File: src/rtl/core/led_strip_effect_engine_assert.svh
// Assertion macros shared by the LED strip effect engine modules.
// Depends on a clock named clk_i and an active-low reset named rst_ni in scope.
`ifndef LED_STRIP_EFFECT_ENGINE_ASSERT_SVH
`define LED_STRIP_EFFECT_ENGINE_ASSERT_SVH

// Checked only while reset is released.
`define LSE_ASSERT(name, prop, msg) \
  name: assert property (@(posedge clk_i) disable iff (!rst_ni) (prop)) else $error(msg);

// Checked at every clock edge, reset included.
`define LSE_ASSERT_ALWAYS(name, prop, msg) \
  name: assert property (@(posedge clk_i) (prop)) else $error(msg);

`endif

File: src/rtl/core/lse_pkg.sv
// Package of the LED strip effect engine: codes, control structs and arithmetic helpers.
// Used by the controller, the datapath and the top level; depends on nothing.
package lse_pkg;

  localparam int NumLedsDefault = 50;
  localparam int LedIdxW        = 6;
  localparam int ChanW          = 8;
  localparam int StepW          = 7;
  localparam int BriW           = 7;
  localparam int NumerW         = 15;

  localparam int StepMax     = 100;
  localparam int RainSpan    = 8;
  localparam int PhaseStride = StepMax / RainSpan;
  localparam int BriMax      = 100;
  localparam int Recip100    = 5243;

  typedef enum logic [2:0] {
    MODE_RAINBOW = 3'd0,
    MODE_STATIC  = 3'd1,
    MODE_CLOSE   = 3'd2,
    MODE_FADE    = 3'd3,
    MODE_BLINK   = 3'd4
  } mode_e;

  typedef enum logic [1:0] {
    OP_TICK  = 2'd0,
    OP_ONOFF = 2'd1,
    OP_LEVEL = 2'd2
  } op_e;

  typedef enum logic [1:0] {
    CMD_OFF    = 2'd0,
    CMD_ON     = 2'd1,
    CMD_TOGGLE = 2'd2
  } cmd_e;

  // Endpoint codes; on/off commands and level commands share them.
  localparam logic [2:0] EP_POWER         = 3'd0;
  localparam logic [2:0] EP_BREATH_RED    = 3'd1;
  localparam logic [2:0] EP_BLINK_GREEN   = 3'd2;
  localparam logic [2:0] EP_RAINBOW_BLUE  = 3'd3;

  typedef enum logic [1:0] {
    ST_IDLE  = 2'd0,
    ST_RUN   = 2'd1,
    ST_DRAIN = 2'd2
  } ctl_state_e;

  typedef struct packed {
    logic apply;
    logic start;
    logic issue;
  } lse_cmd_t;

  typedef struct packed {
    logic emits;
    logic last_issue;
    logic pipe_empty;
    logic adv;
  } lse_sts_t;

  // Exact floor(x / 100) for x below 25600, by reciprocal multiplication.
  function automatic logic [ChanW-1:0] div100(input logic [NumerW-1:0] x);
    logic [27:0] prod;
    prod = 28'(x) * 28'(Recip100);
    return prod[26:19];
  endfunction

  function automatic logic apply_onoff(input logic flag, input logic [1:0] cmd);
    logic res;
    case (cmd)
      CMD_OFF:    res = 1'b0;
      CMD_ON:     res = 1'b1;
      CMD_TOGGLE: res = ~flag;
      default:    res = flag;
    endcase
    return res;
  endfunction

endpackage

File: src/rtl/core/lse_controller.sv
// Controller of the LED strip effect engine: input handshake and frame sequencing.
// Depends on lse_pkg and drives the datapath through lse_cmd_t and lse_sts_t.
`include "led_strip_effect_engine_assert.svh"

module lse_controller
  import lse_pkg::*;
(
  input  logic       clk_i,
  input  logic       rst_ni,
  input  logic       in_valid_i,
  output logic       in_ready_o,
  input  logic [1:0] operation_i,
  input  lse_sts_t   sts_i,
  output lse_cmd_t   cmd_o
);

  ctl_state_e state_q, state_d;

  always_ff @(posedge clk_i or negedge rst_ni) begin
    if (!rst_ni) begin
      state_q <= ST_IDLE;
    end else begin
      state_q <= state_d;
    end
  end

  always_comb begin
    state_d = state_q;
    unique case (state_q)
      ST_IDLE: begin
        if (in_valid_i && operation_i == OP_TICK && sts_i.emits) begin
          state_d = ST_RUN;
        end
      end
      ST_RUN: begin
        if (sts_i.adv && sts_i.last_issue) begin
          state_d = ST_DRAIN;
        end
      end
      ST_DRAIN: begin
        if (sts_i.pipe_empty) begin
          state_d = ST_IDLE;
        end
      end
      default: state_d = ST_IDLE;
    endcase
  end

  always_comb begin
    in_ready_o = 1'b0;
    cmd_o      = '0;
    unique case (state_q)
      ST_IDLE: begin
        in_ready_o  = 1'b1;
        cmd_o.apply = in_valid_i && (operation_i == OP_ONOFF || operation_i == OP_LEVEL);
        cmd_o.start = in_valid_i && operation_i == OP_TICK && sts_i.emits;
      end
      ST_RUN: begin
        cmd_o.issue = sts_i.adv;
      end
      ST_DRAIN: begin
      end
      default: begin
      end
    endcase
  end

  `LSE_ASSERT(a_ctl_idle_empty, (state_q == ST_IDLE) |-> sts_i.pipe_empty, "Idle with a busy pipeline")
  `LSE_ASSERT(a_ctl_issue_adv, cmd_o.issue |-> sts_i.adv, "LED issued into a stalled pipeline")
  `LSE_ASSERT_ALWAYS(a_ctl_cmd_excl, $onehot0({cmd_o.apply, cmd_o.start, cmd_o.issue}), "Conflicting datapath commands")

endmodule

File: src/rtl/core/lse_datapath.sv
// Datapath of the LED strip effect engine: mode state, hue phase and the color pipeline.
// Depends on lse_pkg; sequenced by lse_controller.
`include "led_strip_effect_engine_assert.svh"

module lse_datapath
  import lse_pkg::*;
#(
  parameter int NumLeds = NumLedsDefault
) (
  input  logic               clk_i,
  input  logic               rst_ni,
  input  logic [1:0]         operation_i,
  input  logic [2:0]         endpoint_i,
  input  logic [1:0]         command_i,
  input  logic [7:0]         level_i,
  input  lse_cmd_t           cmd_i,
  output lse_sts_t           sts_o,
  input  logic               out_ready_i,
  output logic               out_valid_o,
  output logic [LedIdxW-1:0] led_index_o,
  output logic [ChanW-1:0]   red_o,
  output logic [ChanW-1:0]   green_o,
  output logic [ChanW-1:0]   blue_o,
  output logic               last_o
);

  logic on_q, on_d, breath_q, breath_d, blink_q, blink_d, rainbow_q, rainbow_d;
  mode_e mode_q, mode_d;
  logic [StepW-1:0] step_q, step_d;
  logic [BriW-1:0]  bri_q, bri_d, lat_bri_q, lat_bri_d;
  logic [23:0]      static_q, static_d, lat_raw_q, lat_raw_d;

  logic [StepW-1:0]   p_q, p_d, p0;
  logic [StepW:0]     p_sum;
  logic [LedIdxW-1:0] idx_q, idx_d;

  logic adv;

  logic               a_valid_q, b_valid_q, c_valid_q, d_valid_q;
  logic [LedIdxW-1:0] a_idx_q, b_idx_q, c_idx_q, d_idx_q;
  logic               a_last_q, b_last_q, c_last_q, d_last_q;
  logic               a_rain_q;
  logic [NumerW-1:0]  a_xr_q, a_xg_q, a_xb_q, c_pr_q, c_pg_q, c_pb_q;
  logic [BriW-1:0]    a_fac_q, b_fac_q;
  logic [ChanW-1:0]   b_r_q, b_g_q, b_b_q, d_r_q, d_g_q, d_b_q;

  logic [NumerW-1:0] xr, xg, xb;
  logic [BriW-1:0]   fac;
  logic [16:0]       m765, m738;

  // Mode state and command decoding.
  always_comb begin
    on_d      = on_q;
    breath_d  = breath_q;
    blink_d   = blink_q;
    rainbow_d = rainbow_q;
    mode_d    = mode_q;
    bri_d     = bri_q;
    static_d  = static_q;
    lat_raw_d = lat_raw_q;
    lat_bri_d = lat_bri_q;
    step_d    = step_q;
    if (cmd_i.apply) begin
      if (operation_i == OP_ONOFF) begin
        unique case (endpoint_i)
          EP_POWER:        on_d      = apply_onoff(on_q, command_i);
          EP_BREATH_RED:   breath_d  = apply_onoff(breath_q, command_i);
          EP_BLINK_GREEN:  blink_d   = apply_onoff(blink_q, command_i);
          EP_RAINBOW_BLUE: rainbow_d = apply_onoff(rainbow_q, command_i);
          default: ;
        endcase
      end else begin
        unique case (endpoint_i)
          EP_POWER:        bri_d = (level_i > 8'(BriMax)) ? BriW'(BriMax) : level_i[BriW-1:0];
          EP_BREATH_RED:   static_d[23:16] = level_i;
          EP_BLINK_GREEN:  static_d[15:8]  = level_i;
          EP_RAINBOW_BLUE: static_d[7:0]   = level_i;
          default: ;
        endcase
      end
      if (!on_d) begin
        mode_d = MODE_CLOSE;
      end else if (breath_d) begin
        mode_d = MODE_FADE;
      end else if (blink_d) begin
        mode_d = MODE_BLINK;
      end else if (rainbow_d) begin
        mode_d = MODE_RAINBOW;
      end else begin
        mode_d    = MODE_STATIC;
        lat_raw_d = static_d;
        lat_bri_d = bri_d;
      end
    end
    if (cmd_i.start && mode_q == MODE_RAINBOW) begin
      step_d = (step_q == StepW'(StepMax)) ? '0 : step_q + 1'b1;
    end
  end

  always_ff @(posedge clk_i or negedge rst_ni) begin
    if (!rst_ni) begin
      on_q      <= 1'b0;
      breath_q  <= 1'b0;
      blink_q   <= 1'b0;
      rainbow_q <= 1'b0;
      mode_q    <= MODE_RAINBOW;
      step_q    <= '0;
      bri_q     <= BriW'(BriMax);
      static_q  <= '0;
      lat_raw_q <= '0;
      lat_bri_q <= BriW'(BriMax);
    end else begin
      on_q      <= on_d;
      breath_q  <= breath_d;
      blink_q   <= blink_d;
      rainbow_q <= rainbow_d;
      mode_q    <= mode_d;
      step_q    <= step_d;
      bri_q     <= bri_d;
      static_q  <= static_d;
      lat_raw_q <= lat_raw_d;
      lat_bri_q <= lat_bri_d;
    end
  end

  // Hue position of each LED, stepped by the LED spacing modulo the wheel length.
  assign p0    = (step_q == '0 || step_q == StepW'(StepMax)) ? '0 : StepW'(StepMax) - step_q;
  assign p_sum = {1'b0, p_q} + (StepW + 1)'(PhaseStride);

  always_comb begin
    p_d   = p_q;
    idx_d = idx_q;
    if (cmd_i.start) begin
      p_d   = p0;
      idx_d = '0;
    end else if (cmd_i.issue) begin
      p_d   = (p_sum >= (StepW + 1)'(StepMax)) ? StepW'(p_sum - (StepW + 1)'(StepMax))
                                               : p_sum[StepW-1:0];
      idx_d = idx_q + 1'b1;
    end
  end

  always_ff @(posedge clk_i or negedge rst_ni) begin
    if (!rst_ni) begin
      p_q   <= '0;
      idx_q <= '0;
    end else begin
      p_q   <= p_d;
      idx_q <= idx_d;
    end
  end

  // Unscaled numerators of the three hue segments; static passes the latched raw colors, other modes pass zero.
  assign m765 = 17'(p_q) * 17'd765;
  assign m738 = 17'(p_q) * 17'd738;

  always_comb begin
    xr  = '0;
    xg  = '0;
    xb  = '0;
    fac = lat_bri_q;
    case (mode_q)
      MODE_RAINBOW: begin
        fac = bri_q;
        if (p_q <= StepW'(33)) begin
          xr = NumerW'(17'd25500 - m765);
          xg = NumerW'(m738);
        end else if (p_q <= StepW'(66)) begin
          xg = NumerW'(17'd49200 - m738);
          xb = NumerW'(m765 - 17'd26010);
        end else begin
          xb = NumerW'(17'd76500 - m765);
          xr = NumerW'(m765 - 17'd51255);
        end
      end
      MODE_STATIC: begin
        xr = NumerW'(lat_raw_q[23:16]);
        xg = NumerW'(lat_raw_q[15:8]);
        xb = NumerW'(lat_raw_q[7:0]);
      end
      default: ;
    endcase
  end

  assign adv = !d_valid_q || out_ready_i;

  always_ff @(posedge clk_i or negedge rst_ni) begin
    if (!rst_ni) begin
      a_valid_q <= 1'b0;
      b_valid_q <= 1'b0;
      c_valid_q <= 1'b0;
      d_valid_q <= 1'b0;
    end else if (adv) begin
      a_valid_q <= cmd_i.issue;
      b_valid_q <= a_valid_q;
      c_valid_q <= b_valid_q;
      d_valid_q <= c_valid_q;
    end
  end

  always_ff @(posedge clk_i) begin
    if (adv) begin
      a_idx_q  <= idx_q;
      a_last_q <= (idx_q == LedIdxW'(NumLeds - 1));
      a_rain_q <= (mode_q == MODE_RAINBOW);
      a_xr_q   <= xr;
      a_xg_q   <= xg;
      a_xb_q   <= xb;
      a_fac_q  <= fac;

      b_idx_q  <= a_idx_q;
      b_last_q <= a_last_q;
      b_r_q    <= a_rain_q ? div100(a_xr_q) : a_xr_q[ChanW-1:0];
      b_g_q    <= a_rain_q ? div100(a_xg_q) : a_xg_q[ChanW-1:0];
      b_b_q    <= a_rain_q ? div100(a_xb_q) : a_xb_q[ChanW-1:0];
      b_fac_q  <= a_fac_q;

      c_idx_q  <= b_idx_q;
      c_last_q <= b_last_q;
      c_pr_q   <= NumerW'(b_r_q) * NumerW'(b_fac_q);
      c_pg_q   <= NumerW'(b_g_q) * NumerW'(b_fac_q);
      c_pb_q   <= NumerW'(b_b_q) * NumerW'(b_fac_q);

      d_idx_q  <= c_idx_q;
      d_last_q <= c_last_q;
      d_r_q    <= div100(c_pr_q);
      d_g_q    <= div100(c_pg_q);
      d_b_q    <= div100(c_pb_q);
    end
  end

  assign sts_o.emits      = (mode_q == MODE_RAINBOW) || (mode_q == MODE_STATIC) ||
                            (mode_q == MODE_CLOSE);
  assign sts_o.last_issue = (idx_q == LedIdxW'(NumLeds - 1));
  assign sts_o.pipe_empty = !(a_valid_q || b_valid_q || c_valid_q || d_valid_q);
  assign sts_o.adv        = adv;

  assign out_valid_o = d_valid_q;
  assign led_index_o = d_idx_q;
  assign red_o       = d_r_q;
  assign green_o     = d_g_q;
  assign blue_o      = d_b_q;
  assign last_o      = d_last_q;

  `LSE_ASSERT(a_dp_hue_range, p_q < StepW'(StepMax), "Hue position left the wheel")
  `LSE_ASSERT(a_dp_step_range, step_q <= StepW'(StepMax), "Phase step out of range")
  `LSE_ASSERT(a_dp_last_index, (d_valid_q && d_last_q) |-> (d_idx_q == LedIdxW'(NumLeds - 1)), "Last flag on a wrong LED")

endmodule

File: src/rtl/core/led_strip_effect_engine.sv
// LED strip effect engine. A tick transaction makes one color per LED of the strip,
// NumLeds transactions in index order, in rainbow, static and close modes, and none in
// fade and blink modes; on/off and level transactions change the mode state and emit
// nothing. One LED leaves the color pipeline per cycle while the output is ready. After a
// tick is accepted, the controller issues the NumLeds LEDs in turn, then waits while the
// color pipeline, whose last stage is the output register, drains, and then returns to
// idle, where the input is ready again; an output stall holds both the issue and the drain.
// Command transactions and ticks in fade and blink modes are accepted in idle, and the
// controller stays in idle for them.
// Depends on lse_pkg, lse_controller and lse_datapath.
module led_strip_effect_engine
  import lse_pkg::*;
#(
  parameter int NumLeds = NumLedsDefault
) (
  input  logic               clk_i,
  input  logic               rst_ni,
  input  logic               in_valid_i,
  output logic               in_ready_o,
  input  logic [1:0]         operation_i,
  input  logic [2:0]         endpoint_i,
  input  logic [1:0]         command_i,
  input  logic [7:0]         level_i,
  output logic               out_valid_o,
  input  logic               out_ready_i,
  output logic [LedIdxW-1:0] led_index_o,
  output logic [ChanW-1:0]   red_o,
  output logic [ChanW-1:0]   green_o,
  output logic [ChanW-1:0]   blue_o,
  output logic               last_o
);

  lse_cmd_t cmd;
  lse_sts_t sts;

  lse_controller u_ctl (
    .clk_i       (clk_i),
    .rst_ni      (rst_ni),
    .in_valid_i  (in_valid_i),
    .in_ready_o  (in_ready_o),
    .operation_i (operation_i),
    .sts_i       (sts),
    .cmd_o       (cmd)
  );

  lse_datapath #(
    .NumLeds (NumLeds)
  ) u_dp (
    .clk_i       (clk_i),
    .rst_ni      (rst_ni),
    .operation_i (operation_i),
    .endpoint_i  (endpoint_i),
    .command_i   (command_i),
    .level_i     (level_i),
    .cmd_i       (cmd),
    .sts_o       (sts),
    .out_ready_i (out_ready_i),
    .out_valid_o (out_valid_o),
    .led_index_o (led_index_o),
    .red_o       (red_o),
    .green_o     (green_o),
    .blue_o      (blue_o),
    .last_o      (last_o)
  );

endmodule
File: config.mk
export PLATFORM = sky130hd
export DESIGN_NAME = led_strip_effect_engine
export DESIGN_NICKNAME = d
export VERILOG_FILES = /design/src/rtl/core/lse_pkg.sv /design/src/rtl/core/lse_controller.sv /design/src/rtl/core/lse_datapath.sv /design/src/rtl/core/led_strip_effect_engine.sv
export VERILOG_INCLUDE_DIRS = /design/src /design/src/rtl/core
export SDC_FILE = /design/constraint.sdc
export NUM_CORES = 2
export LEC_CHECK = 0
export ABC_AREA = 1
export BUFFER_PORTS_ARGS = -buffer_cell sky130_fd_sc_hd__buf_2
export CORE_ASPECT_RATIO = 0.9
export CORE_MARGIN = 1
export CORE_UTILIZATION = 60
export DETAILED_ROUTE_END_ITERATION = 10
export GPL_TIMING_DRIVEN = 0
export MAX_ROUTING_LAYER = met4
export PLACE_DENSITY = 0.83
export SYNTH_ARGS = -nofsm -noshare
export SYNTH_HDL_FRONTEND = slang
export SYNTH_SLANG_ARGS = --single-unit
export TNS_END_PERCENT = 50
File: constraint.sdc
create_clock -name clk_i -period 6.1 [get_ports clk_i]
set_input_delay 0.61 -clock clk_i [delete_from_list [all_inputs] [get_ports clk_i]]
set_output_delay 0.61 -clock clk_i [all_outputs]
set_load 0.1 [all_outputs]
==> results.ini <==
[run_status]
run_status = completed

[floorplanning]
coreArea_um2 = 70000
die-area_um2 = 71800
die_x_um = 282
start_util_pct = 60.6
io_pins = 52
die_h_um = 254
fp-row-count = 92

[layout]
syn_to_final_growth_pct = 6.21
antenna_cells = 0
fin_nets = 6198
n_fill_cell = 5667
layout-drive-gt1-share_pct = 3.60
fin_area_um2 = 45100

[min_path]
min_path_type = primary input to asynchronous set/reset pin

[global_route]
antenna_found_initial = 0
first_global_vias = 33100
grt_pass1_wl_um = 159000
grt.total_usage_pct = 28.1
grt_overflow = 0
grt_max_degree = 110

[critical_path]
path_class = flop to flop
cp-start-kind = flop
path_max_fanout = 12
path_common_cell = nand2_1
crit_chain = fa_1 -> inv_1 -> fa_1 -> inv_1 -> fa_1 -> inv_1 -> fa_1 -> inv_1 -> ha_1 -> nand2_1 -> nand2_1 -> inv_1 -> nand2_1 -> nand2_1 -> nand3_1 -> nand2_1 -> nand2_2 -> nand2_2 -> clkinv_1 -> nand2_1 -> nand3b_1 -> nand2_1 -> nand2_1 -> nor2_1
critPathCaptureType = flop
cp.arrival_ps = 5600
critPathMaxStageDelay_ps = 770
cp.required_ps = 6470
critPathSlowestCell = fa_1

[placed_design]
hpwl_um = 78900
finalWeightedCongestion = 0.946
place.port_buffers = 51
dpl_cell_area_um2 = 43900

[yosys]
ys_seq_area_share_pct = 18.4
syn_area_um2 = 42400
synth_edf_count = 181
yosysWarnings = 0
syn_nets = 6108
synth_cells = 4804
ys_async_sr_fraction_pct = 34.4
ys_seq_elements = 276
synth_cell_types = 58
avgSynthCellArea_um2 = 8.83
synth_ff_type = edfxtp_1

[timing]
hold_violations = 0
min_period_ps = 5230
finalSetupViolCount = 0
fmax_mhz = 191
timing.final.crit_share_pct = 85.8
setup_tns_ps = 0
relSlewSlack_pct = 42.0
rsz0062_at_grt = no
maxSlewViolCount = 0
worst_pin_slew_ps = 871
skew_ps = 18.9

[detailed_routing]
dr_total_vias = 32100
post_drt_wl_per_cell_um = 16.2
drc = 0
final_antenna_net_count = 0
vias_per_cell = 5.48
routed_wl_um = 95100
initialDrtViolationCount = 2190
dr.pass1.iters = 6

[clock_tree]
cts_tree = yes
clockBufferDepth = 3
post_cts_resized = 0
postCtsSetupRepairBufs = 0
cts.sinks = 276
ctsHtreeMaxLevel = 2
clk_pin_slew_ps = 60
clock_latency_ps = 570
hold_buffers = 0
cts_inserted_buffers = 35
cts_root_buf = clkbuf_16

[run]
maxCapViolations = 0

synthesized netlist by cell type, drive strengths merged, types with 5 or more instances:
cell type / count / area [um2]
a211oi: 9 / 67.6
a21o: 19 / 143
a21oi: 233 / 1180
a22oi: 5 / 37.5
a31oi: 24 / 150
a32o: 7 / 70.1
and3: 6 / 37.5
buf: 12 / 90.1
clkbuf: 36 / 135
dfrtp: 89 / 2230
dfstp: 6 / 158
edfxtp: 181 / 5440
fa: 516 / 10300
ha: 769 / 9620
inv: 1223 / 4590
mux2i: 18 / 180
nand2: 748 / 2840
nand3: 156 / 791
nand3b: 7 / 52.6
nand4: 43 / 269
nor2: 187 / 737
nor3: 53 / 265
nor4: 10 / 62.6
o211ai: 6 / 45.0
o21a: 11 / 82.6
o21ai: 235 / 1200
o21bai: 15 / 113
o22ai: 6 / 37.5
o31ai: 12 / 90.1
or2: 8 / 50.1
xnor2: 42 / 375
xor2: 90 / 788
cell usage in the layout, fill, tap and decap left out, drive strengths merged, types with 3 or more instances in the layout:
cell / netlist / routed
clkbuf: 36 / 83
a21oi: 233 / 233
fa: 516 / 516
a211oi: 9 / 9
inv: 1223 / 1229
xor2: 90 / 90
a31oi: 24 / 24
nand3b: 7 / 7
nand4: 43 / 43
o211ai: 6 / 6
nand2: 748 / 748
clkinv: 3 / 10
o21a: 11 / 11
nand3: 156 / 156
nor3: 53 / 53
o21ai: 235 / 235
and3: 6 / 6
a32o: 7 / 7
and2: 3 / 3
o21bai: 15 / 15
buf: 12 / 65
nor4: 10 / 10
or2: 8 / 8
a21o: 19 / 19
nor2: 187 / 187
dfrtp: 89 / 89
a21boi: 3 / 3
a22oi: 5 / 5
nor3b: 3 / 3
xnor2: 42 / 42
dfstp: 6 / 6
o31ai: 12 / 12
ha: 769 / 769
mux2i: 18 / 18
edfxtp: 181 / 181
o22ai: 6 / 6
layout make-up:
class | instances | area, um2 | share of cell area (%)
multi-input cells | 3254 | 29800 | 66.1
flip-flops and latches | 276 | 7820 | 17.4
inverters | 1226 | 4610 | 10.2
well taps | 940 | 1180 | 2.61
clock buffers | 47 | 951 | 2.11
repair buffers | 53 | 313 | 0.694
plain buffers | 48 | 225 | 0.500
clock inverters | 17 | 185 | 0.411
critical path: cells and delay by family, from the launching register on:
family                     cells  cell delay [ps]
buffers and inverters          6              500
and+or+nand+nor               13             1380
adders and majority gates      5             2580
DFF                            1              560
kinds of logic after synthesis:
family / count (synthesis) / share of synthesized area [%]
compound gates: 595 / 7.85
xor+xnor: 132 / 2.74
fa+ha+maj: 1285 / 47.0
buf+inv: 1274 / 11.4
flops: 276 / 18.4
mux: 18 / 0.425
simple gates: 1224 / 12.1
path summary, 6_finish.rpt:
| kind | startpoint | to | slack [ps] | cells after the start |
|---|---|---|---|---|
| worst max-delay path | u_dp.p_q[2]$_DFFE_PN0P_ | u_dp.a_xb_q[14]$_SDFFCE_PP0N_ | 870 | 24 |
| worst min-delay path | rst_ni | u_dp.idx_q[5]$_DFFE_PN0P_ | 20 | 1 |
| worst max register to register | u_dp.p_q[2]$_DFFE_PN0P_ | u_dp.a_xb_q[14]$_SDFFCE_PP0N_ | 870 | 24 |
| worst min register to register | u_dp.b_last_q$_DFFE_PN_ | u_dp.c_last_q$_DFFE_PN_ | 410 | 0 |
| max in group asynchronous | rst_ni | u_dp.lat_bri_q[2]$_DFFE_PN1P_ | 5370 | 2 |
| min in group clk_i | u_dp.b_last_q$_DFFE_PN_ | u_dp.c_last_q$_DFFE_PN_ | 410 | 0 |
metrics by stage:
step	util, %	cells	worst slack (ps)	hold WS (ps)
4_1_cts	64.4	5861	884	21.5
3_3_place_gp	62.7	5795	-516	403
5_1_grt	64.4	5861	589	71.5
6_report	64.4	5861	867	20.7
3_5_place_dp	62.8	5797	885	405
2_1_floorplan	-	4804	1030	314
layer usage:
layer	routed length, um	global-route usage (%)
met5	0	-
met4	3240	9.28
met3	4750	2.86
met2	46100	46.9
met1	41000	35.9
state kept, by name (all words and copies together) (netlist names), 15 cells and up:
signal          cells
u_dp.static_q      24
u_dp.c_pg_q        15
u_dp.a_xr_q        15
u_dp.a_xb_q        15
u_dp.c_pr_q        15
u_dp.c_pb_q        15
u_dp.a_xg_q        15
u_dp.lat_raw_q     24
Power is not shown: default switching activity piles up to over one toggle a cycle in this logic, so the estimate is an artifact.
